<file path="src/rtl/core/bsfd_pkg.sv">
// shared constants, types and helpers for the byte-stuffed frame deframer
// no dependencies
package bsfd_pkg;

  // width of the stored length limit
  localparam int LEN_BITS = 16;
  localparam int CNT_BITS = 17;
  localparam logic [31:0] LIMIT_CAP = (32'd1 << LEN_BITS) - 32'd1;
  localparam logic [15:0] LIMIT_RESET = 16'd256;

  // line bytes
  localparam logic [7:0] FLAG_START = 8'h7E;
  localparam logic [7:0] FLAG_END   = 8'h8E;
  localparam logic [7:0] ESC_BYTE   = 8'h7D;
  localparam logic [7:0] ESC_START  = 8'h5E;
  localparam logic [7:0] ESC_ESC    = 8'h5D;
  localparam logic [7:0] ESC_END    = 8'h6E;

  // receive modes
  localparam logic [1:0] MODE_IDLE  = 2'd0;
  localparam logic [1:0] MODE_FRAME = 2'd1;
  localparam logic [1:0] MODE_ESC   = 2'd2;

  // result kinds
  localparam logic [1:0] KIND_DATA  = 2'd0;
  localparam logic [1:0] KIND_START = 2'd1;
  localparam logic [1:0] KIND_END   = 2'd2;
  localparam logic [1:0] KIND_ABORT = 2'd3;

  // outcome of one byte: next state and the optional result
  typedef struct packed {
    logic [1:0]          mode_next;
    logic [CNT_BITS-1:0] count_next;
    logic                res_valid;
    logic [7:0]          res_byte;
    logic [1:0]          res_kind;
    logic [CNT_BITS-1:0] res_len;
  } step_t;

  // clamp a written limit to what the limit register can hold
  function automatic logic [LEN_BITS-1:0] sat_limit(input logic [15:0] value);
    logic [31:0] wide;
    wide = {16'd0, value};
    if (wide > LIMIT_CAP) begin
      sat_limit = LIMIT_CAP[LEN_BITS-1:0];
    end else begin
      sat_limit = wide[LEN_BITS-1:0];
    end
  endfunction

endpackage

</file>
<file path="src/rtl/core/bsfd_step.sv">
// per-byte decode of the deframer: mode and length update plus result
// depends on bsfd_pkg
module bsfd_step
  import bsfd_pkg::*;
(
  input  logic [1:0]          mode,
  input  logic [CNT_BITS-1:0] count,
  input  logic [LEN_BITS-1:0] limit,
  input  logic [7:0]          rx_byte,
  output step_t               step
);

  logic [31:0]         count_ext;
  logic [31:0]         limit_ext;
  logic                at_limit;
  logic [CNT_BITS-1:0] count_inc;
  logic                esc_ok;
  logic [7:0]          esc_val;
  step_t               ab;

  // length bookkeeping
  assign count_ext = {{(32-CNT_BITS){1'b0}}, count};
  assign limit_ext = {{(32-LEN_BITS){1'b0}}, limit};
  assign at_limit  = count_ext >= limit_ext;
  assign count_inc = count + {{(CNT_BITS-1){1'b0}}, 1'b1};

  // escape code restore
  always_comb begin
    esc_ok  = 1'b1;
    esc_val = 8'd0;
    case (rx_byte)
      ESC_START: esc_val = FLAG_START;
      ESC_ESC:   esc_val = ESC_BYTE;
      ESC_END:   esc_val = FLAG_END;
      default:   esc_ok  = 1'b0;
    endcase
  end

  // abort, with the byte reconsidered as if idle
  always_comb begin
    ab.res_valid = 1'b1;
    if (rx_byte == FLAG_START) begin
      ab.mode_next  = MODE_FRAME;
      ab.count_next = {{(CNT_BITS-1){1'b0}}, 1'b1};
      ab.res_byte   = FLAG_START;
      ab.res_kind   = KIND_START;
      ab.res_len    = {{(CNT_BITS-1){1'b0}}, 1'b1};
    end else begin
      ab.mode_next  = MODE_IDLE;
      ab.count_next = '0;
      ab.res_byte   = 8'd0;
      ab.res_kind   = KIND_ABORT;
      ab.res_len    = count;
    end
  end

  // main mode decode
  always_comb begin
    step.mode_next  = mode;
    step.count_next = count;
    step.res_valid  = 1'b0;
    step.res_byte   = 8'd0;
    step.res_kind   = KIND_DATA;
    step.res_len    = count;
    case (mode)
      MODE_FRAME: begin
        if (rx_byte == ESC_BYTE) begin
          step.mode_next = MODE_ESC;
        end else if (rx_byte == FLAG_END) begin
          step.mode_next  = MODE_IDLE;
          step.count_next = count_inc;
          step.res_valid  = 1'b1;
          step.res_byte   = FLAG_END;
          step.res_kind   = KIND_END;
          step.res_len    = count_inc;
        end else if (rx_byte == FLAG_START) begin
          step.count_next = {{(CNT_BITS-1){1'b0}}, 1'b1};
          step.res_valid  = 1'b1;
          step.res_byte   = FLAG_START;
          step.res_kind   = KIND_START;
          step.res_len    = {{(CNT_BITS-1){1'b0}}, 1'b1};
        end else if (at_limit) begin
          step = ab;
        end else begin
          step.count_next = count_inc;
          step.res_valid  = 1'b1;
          step.res_byte   = rx_byte;
          step.res_kind   = KIND_DATA;
          step.res_len    = count_inc;
        end
      end
      MODE_ESC: begin
        if (at_limit || !esc_ok) begin
          step = ab;
        end else begin
          step.mode_next  = MODE_FRAME;
          step.count_next = count_inc;
          step.res_valid  = 1'b1;
          step.res_byte   = esc_val;
          step.res_kind   = KIND_DATA;
          step.res_len    = count_inc;
        end
      end
      default: begin
        // idle and the unused code wait for a start flag
        step.mode_next = MODE_IDLE;
        if (rx_byte == FLAG_START) begin
          step.mode_next  = MODE_FRAME;
          step.count_next = {{(CNT_BITS-1){1'b0}}, 1'b1};
          step.res_valid  = 1'b1;
          step.res_byte   = FLAG_START;
          step.res_kind   = KIND_START;
          step.res_len    = {{(CNT_BITS-1){1'b0}}, 1'b1};
        end
      end
    endcase
  end

endmodule

</file>
<file path="src/rtl/core/byte_stuffed_frame_deframer_top.sv">
// A byte is held in the input register, and its result is offered from the result register.
// Throughput: one byte per cycle while the result is not stalled, set by the mode and length
// update in bsfd_step that each byte needs from the one before it.
// Reset (synchronous, rst high): idle mode, length 0, limit 256, both
// pipeline registers empty. Configuration writes are always taken.
// depends on bsfd_pkg and bsfd_step
module byte_stuffed_frame_deframer_top
  import bsfd_pkg::*;
(
  input  logic                clk,
  input  logic                rst,
  input  logic                in_valid,
  output logic                in_ready,
  input  logic [7:0]          rx_byte,
  output logic                out_valid,
  input  logic                out_ready,
  output logic [7:0]          out_byte,
  output logic [1:0]          kind,
  output logic [CNT_BITS-1:0] frame_len,
  input  logic                cfg_valid,
  output logic                cfg_ready,
  input  logic [15:0]         cfg_data
);

  logic                byte_valid;
  logic [7:0]          byte_reg;
  logic                proc_fire;
  logic [1:0]          rx_mode;
  logic [CNT_BITS-1:0] stored_count;
  logic [LEN_BITS-1:0] max_frame_len;
  step_t               step;

  // configuration register
  assign cfg_ready = 1'b1;

  always_ff @(posedge clk) begin
    if (rst) begin
      max_frame_len <= sat_limit(LIMIT_RESET);
    end else if (cfg_valid && cfg_ready) begin
      max_frame_len <= sat_limit(cfg_data);
    end
  end

  // the held byte moves on when the result register is free
  assign proc_fire = byte_valid && (!out_valid || out_ready);
  assign in_ready  = !byte_valid || proc_fire;

  // input register
  always_ff @(posedge clk) begin
    if (rst) begin
      byte_valid <= 1'b0;
    end else if (in_ready) begin
      byte_valid <= in_valid;
    end
  end

  always_ff @(posedge clk) begin
    if (in_valid && in_ready) begin
      byte_reg <= rx_byte;
    end
  end

  // decode of the held byte
  bsfd_step u_step (
    .mode    (rx_mode),
    .count   (stored_count),
    .limit   (max_frame_len),
    .rx_byte (byte_reg),
    .step    (step)
  );

  // receive state
  always_ff @(posedge clk) begin
    if (rst) begin
      rx_mode      <= MODE_IDLE;
      stored_count <= '0;
    end else if (proc_fire) begin
      rx_mode      <= step.mode_next;
      stored_count <= step.count_next;
    end
  end

  // result register
  always_ff @(posedge clk) begin
    if (rst) begin
      out_valid <= 1'b0;
    end else if (proc_fire) begin
      out_valid <= step.res_valid;
    end else if (out_ready) begin
      out_valid <= 1'b0;
    end
  end

  always_ff @(posedge clk) begin
    if (proc_fire && step.res_valid) begin
      out_byte  <= step.res_byte;
      kind      <= step.res_kind;
      frame_len <= step.res_len;
    end
  end

endmodule

</file>
<file path="config.mk">
export PLATFORM = sky130hd
export DESIGN_NAME = byte_stuffed_frame_deframer_top
export DESIGN_NICKNAME = d
export VERILOG_FILES = /design/src/rtl/core/bsfd_pkg.sv /design/src/rtl/core/bsfd_step.sv /design/src/rtl/core/byte_stuffed_frame_deframer_top.sv
export SDC_FILE = /design/constraint.sdc
export NUM_CORES = 1
export LEC_CHECK = 0
export BUFFER_PORTS_ARGS = -buffer_cell sky130_fd_sc_hd__buf_4
export CORE_MARGIN = 5
export CORE_UTILIZATION = 55
export DETAILED_ROUTE_END_ITERATION = 12
export PLACE_DENSITY = 0.77
export SLEW_MARGIN = 5
export SYNTH_ARGS = -nofsm -noshare
export SYNTH_HDL_FRONTEND = slang
export SYNTH_SLANG_ARGS = --single-unit
</file>
<file path="constraint.sdc">
create_clock -name clk -period 5.3 [get_ports clk]
set_input_delay 0 -clock clk [delete_from_list [all_inputs] [get_ports clk]]
set_output_delay 0 -clock clk [all_outputs]
set_load 0.05 [all_outputs]
</file>
# Yosys cells after proc, flatten, opt, wreduce, memory -nomap -nowiden
# Cells that the tools add are included.
totals:
  register_bits: 72
  latchBits: 0
  ram_bits: 0
  rom_bits: 0
  input_bits: 29
  out_inout_bits: 30
  wordCells: 52
  n_memories: 0
classes:
  add_sub_neg: 1
  multipliers: 0
  div: 0
  order_cmp: 1
  n_eq_ne: 11
  shifts: 0
  n_mux: 16
  bitwise_logic: 0
  reduce_logical: 14
op_table:
  columns: ["op", "count"]
  rows:
  - ["$mux W45", 3]
  - ["$pmux W47 S2", 1]
  - ["$mux W46", 2]
  - ["$mux W47", 1]
  - ["$eq A8 B7 Y1 const B", 5]
  - ["$mux W26", 1]
  - ["$pmux W8 S3", 1]
  - ["$mux W18", 1]
  - ["$add A17 B1 Y17 const B", 1]
  - ["$ge A17 B16 Y1", 1]
  - ["$eq A8 B8 Y1 const B", 1]
  - ["$mux W2", 3]
  - ["$reduce_and A3 Y1", 2]
  - ["$ne A4 B1 Y1 const B", 1]
  - ["$ne A4 B2 Y1 const B", 1]
  - ["$logic_and A1 B1 Y1", 3]
  - ["$logic_not A1 Y1", 3]
  - ["$logic_or A1 B1 Y1", 3]
  - ["$mux W1", 3]
  - ["$reduce_bool A3 Y1", 1]
  - ["$reduce_or A3 Y1", 1]
  - ["$eq A2 B1 Y1 const B", 1]
  - ["$eq A2 B2 Y1 const B", 1]
  - ["$ne A2 B2 Y1 const B", 1]
  - ["$reduce_bool A2 Y1", 1]

# Depth between registers and ports, before layout
depth:
  word_depth: 8
  depth_mapped: 12
  ltp_nobuf: 10

# Cells and area by module
# Synthesis repeated with hierarchy kept, for this count alone.
hier_totals:
  cells_unflattened: 575
  hier_area_um2: 4952.2
by_module_without_submodules:
  columns: ["mod", "instances", "cells_per_inst", "area_per_inst_um2"]
  rows:
  - ["byte_stuffed_frame_deframer_top", 1, 183, 2575.0]
  - ["bsfd_step", 1, 392, 2377.3]

# Worst setup path after synthesis
# Ideal clock, no wire load.
synth_path:
  kind: "register -> register"
  from: "register stored_count[14]"
  to: "register frame_len[6], data pin"
  setup_time_ps: 261
  arrival_time_ps: 2172
  required_time_ps: 5039
  slack_ps: 2867
  stages_incl_launch_ff: 11
  n_path_buf: 1
  cell_sequence: "dfxtp_1 > ha_1 > nand4b_1 > o221ai_1 > a21oi_1 > a21boi_2 > a21oi_1 > a21oi_2 > buf_2 > a21oi_1 > a221o_1"
synth_rtl:
  columns: ["element", "line", "rtl"]
  rows:
  - ["start: declaration", "byte_stuffed_frame_deframer_top.sv:29", "logic [CNT_BITS-1:0] stored_count;"]
  - ["start signal: assignment", "byte_stuffed_frame_deframer_top.sv:79", "stored_count <= step.count_next;"]
  - ["end signal: assignment", "byte_stuffed_frame_deframer_top.sv:98", "frame_len <= step.res_len;"]
  - ["end: declaration", "byte_stuffed_frame_deframer_top.sv:19", "output logic [CNT_BITS-1:0] frame_len,"]

==> results.md <==
- Final std cells w/o fill: 644
- FILL cells: 609
- Grt total ovfl: 0
- Starting Density: between 50% and 60%
- Number of inserted diodes: 0
- Setup TNS: 0 ps
- CTS tree: built
- Cts hold-fix bufs: 27
- Status: complete, no violations
- Final wirelength: around 11000 um
- Nets: just under 600
- Syn. warnings: 0
- Global-route wire length before repair: around 17000 um
- Mapped Nets: about 520
- GRT Util Overall: around 23%
- Sw power: ~0.25 mW
- # IOs: 59
- Port buffer count: 57
- Die Footprint: between 9000 and 10000 um^2
- CP Class: flop to flop
- Pre-antenna DRT Iters: 5
- CTS sink count: 72
- Mapped Area: roughly 4200 um^2
- Pwr Total: between 1 and 1.5 mW
- DRC viols: 0
- Largest family of logic cells by synthesized area: simple AND/OR/NAND/NOR gates
- Synthesized-area fraction occupied by adder cells: under 10%
- EDFF count, synth: 35
- CP max FO: 13
- RD Place Congestion: ~0.95
- Die height: ~97 um
- Clk_lat worst skew: 350 ps
- Fin Clk Skew: 9.31 ps
- Ys flop type: dfxtp_1
- Largest regs: frame_len (17), stored_count (17), max_frame_len (16)
- Crit path DAT: ~3500 ps
- Setup bufs post-CTS: 0
- Async set or reset register ratio after synthesis: 0%
- Cell count after synthesis: 470
- Crit start category: flop
- Max frequency: between 200 and 300 MHz
- RSZ-0062 raised after global routing: no
- Yosys reg bits: 72
- Post-synthesis cell type count: between 60 and 70
- Area contributors post-synth: edfxtp_1 (25%), dfxtp_1 (18%), ha_1 (5.7%)
- WP data required: about 5400 ps
- Worst-margin pin slew: 1020 ps
- Sw Share: 22.8%
- Cell taking the most area after synthesis: edfxtp_1
- H-tree Lvls: 3
- DR vias: 3827
- Share of layout cells above drive strength 1: around 17%
- Storage cell area: around 1800 um^2
- Core ar.: 7290 um^2
- Vias in the first global route: 3462
- Largest net degree at the start of global routing: 42
- Post-CTS sizing: 0
- Slew Limit Fails: 0
- Xor and xnor area share after synthesis: around 1.1%
- CP Capture Type: flop
- Routed Antenna Nets: 0
- Placed cells: roughly 600
- Via density: 5.94
- Avg WL per Cell: 16.6 um
- Register area share after synthesis: between 40 and 50%
- Area of the multi-input gates: roughly 2100 um^2
- Slew margin rel.: 32.0%
- Hold Path Class: input port to flop
- Mux share of post-synthesis cell area: under 10%
- Initial antenna violation count: 0
- Sequential power share: 54.8%
- Endpoints failing setup: 0
- Clk root buf: clkbuf_8
- Clock buffer depth: 2
- LEAKAGE: between 1.5 and 2 nW
- Design area: 5050 um^2
- Power density cells: 219 nW/um^2
- TritonCTS buffer count: 9
- Max-cap violations: 0
- Drt first-iter violations: 488
- Post-Syn Area per Cell: 8.84 um^2
- Gate power share: a little under 8%
- Clk pwr share: 37.3%
- Fin. Hold Viols: 0
- Most frequent cells in the layout: nand2_1 (60), buf_4 (59), nor2_1 (46), dfxtp_1 (37), edfxtp_1 (35)
- Pint: 0.852 mW
- Yosys top cell area share: about a quarter
- Die outline width: 96.9 um
- Period utilisation layout: between 60% and 70%
- # rows: 31
- Peak supply drop: around 160 uV
- Final min period: ~3300 ps
- Clock-pin slew on the worst setup and hold paths: ~80 ps
- Placed cell area: approximately 4600 um^2
- Hpwl dp: 7310 um
- Most common cell after layout, fill and taps aside: nand2_1
- Synth Area in Compound Gates: roughly 18%
- Synthesis-to-finish area growth: 21.5%
- Simple-gate share of the synthesized area: around 22%
-- synthesized netlist by cell type, types with 4 or more instances --
cell,instances
nor4_1,4
ha_1,19
clkbuf_1,9
a32o_1,6
nand2b_1,6
nor3_1,10
nand2_1,60
a21o_1,4
a31oi_1,15
o21ai_1,6
buf_2,9
and2_1,5
nand3_1,26
mux2i_1,16
inv_1,31
edfxtp_1,35
buf_1,4
a211oi_1,4
o21ai_0,19
nor2_1,46
dfxtp_1,37
nand4_1,5
a21oi_1,33
-- logic make-up after synthesis --
group,after synthesis
muxes,16
other,1
AOI/OAI and AO/OA,114
and+or+nand+nor,184
DFF,72
buffers and inverters,59
xor gates and xnor gates,5
adders and majority gates,19
-- area by class of cell --
type | count | area share [%]
clock inverter | 3 | 0.297
timing repair buffer | 86 | 14.1
clock buffer | 13 | 3.45
multi-input combinational | 339 | 41.8
inverter | 32 | 2.38
tap | 99 | 2.45
sequential | 72 | 35.5
-- layer usage --
metal / share of wire (%) / GRT usage (%) / vias to the layer above / wire length, um
met5: 0 / 0 / - / 0
met4: 1.8 / 8.75 / 0 / 193
met3: 10 / 4.89 / 20 / 1110
met2: 45 / 34.9 / 223 / 4780
met1: 43 / 31.5 / 1752 / 4610
li1: - / - / 1832 / -
-- worst max-delay path: stages (launching register included) --
cell and delay [ps]:
dfxtp_1 490, ha_1 310, a211oi_1 250, o21ai_0 120, a21oi_1 170, a21boi_2 510
a21oi_1 250, a21oi_2 540, o21ai_0 180, a32o_1 290
-- final timing paths --
path                                    to                     startpoint  slack, ps  cells after the start
max                frame_len[12]$_DFFE_PP_   stored_count[6]$_SDFFE_PP0P_       1960                      9
min          max_frame_len[0]$_SDFFE_PP0P_                            rst         60                      2
max reg2reg        frame_len[12]$_DFFE_PP_   stored_count[6]$_SDFFE_PP0P_       1960                      9
min reg2reg  max_frame_len[6]$_SDFFE_PP0P_  max_frame_len[6]$_SDFFE_PP0P_        500                      2
-- through the flow --
stage / hold WS [ps] / setup slack [ps] / util [%]
3_5_place_dp: 179 / 2040 / 62.9
6_report: 59.4 / 1960 / 69.2
5_1_grt: 69.4 / 1640 / 69.2
4_1_cts: 55.6 / 2020 / 69.2
2_1_floorplan: 98.9 / 2870 / -
3_3_place_gp: 179 / 2100 / 62.9
-- power by group through the flow --
stage,clock network (mW),registers [mW],logic (mW)
2_1_floorplan,0,0.614,0.0451
3_3_place_gp,0,0.617,0.0677
3_5_place_dp,0,0.617,0.0696
4_1_cts,0.417,0.605,0.0855
5_1_grt,0.444,0.608,0.0949
6_report,0.412,0.606,0.0871
Power figures use the tool's default switching activity.
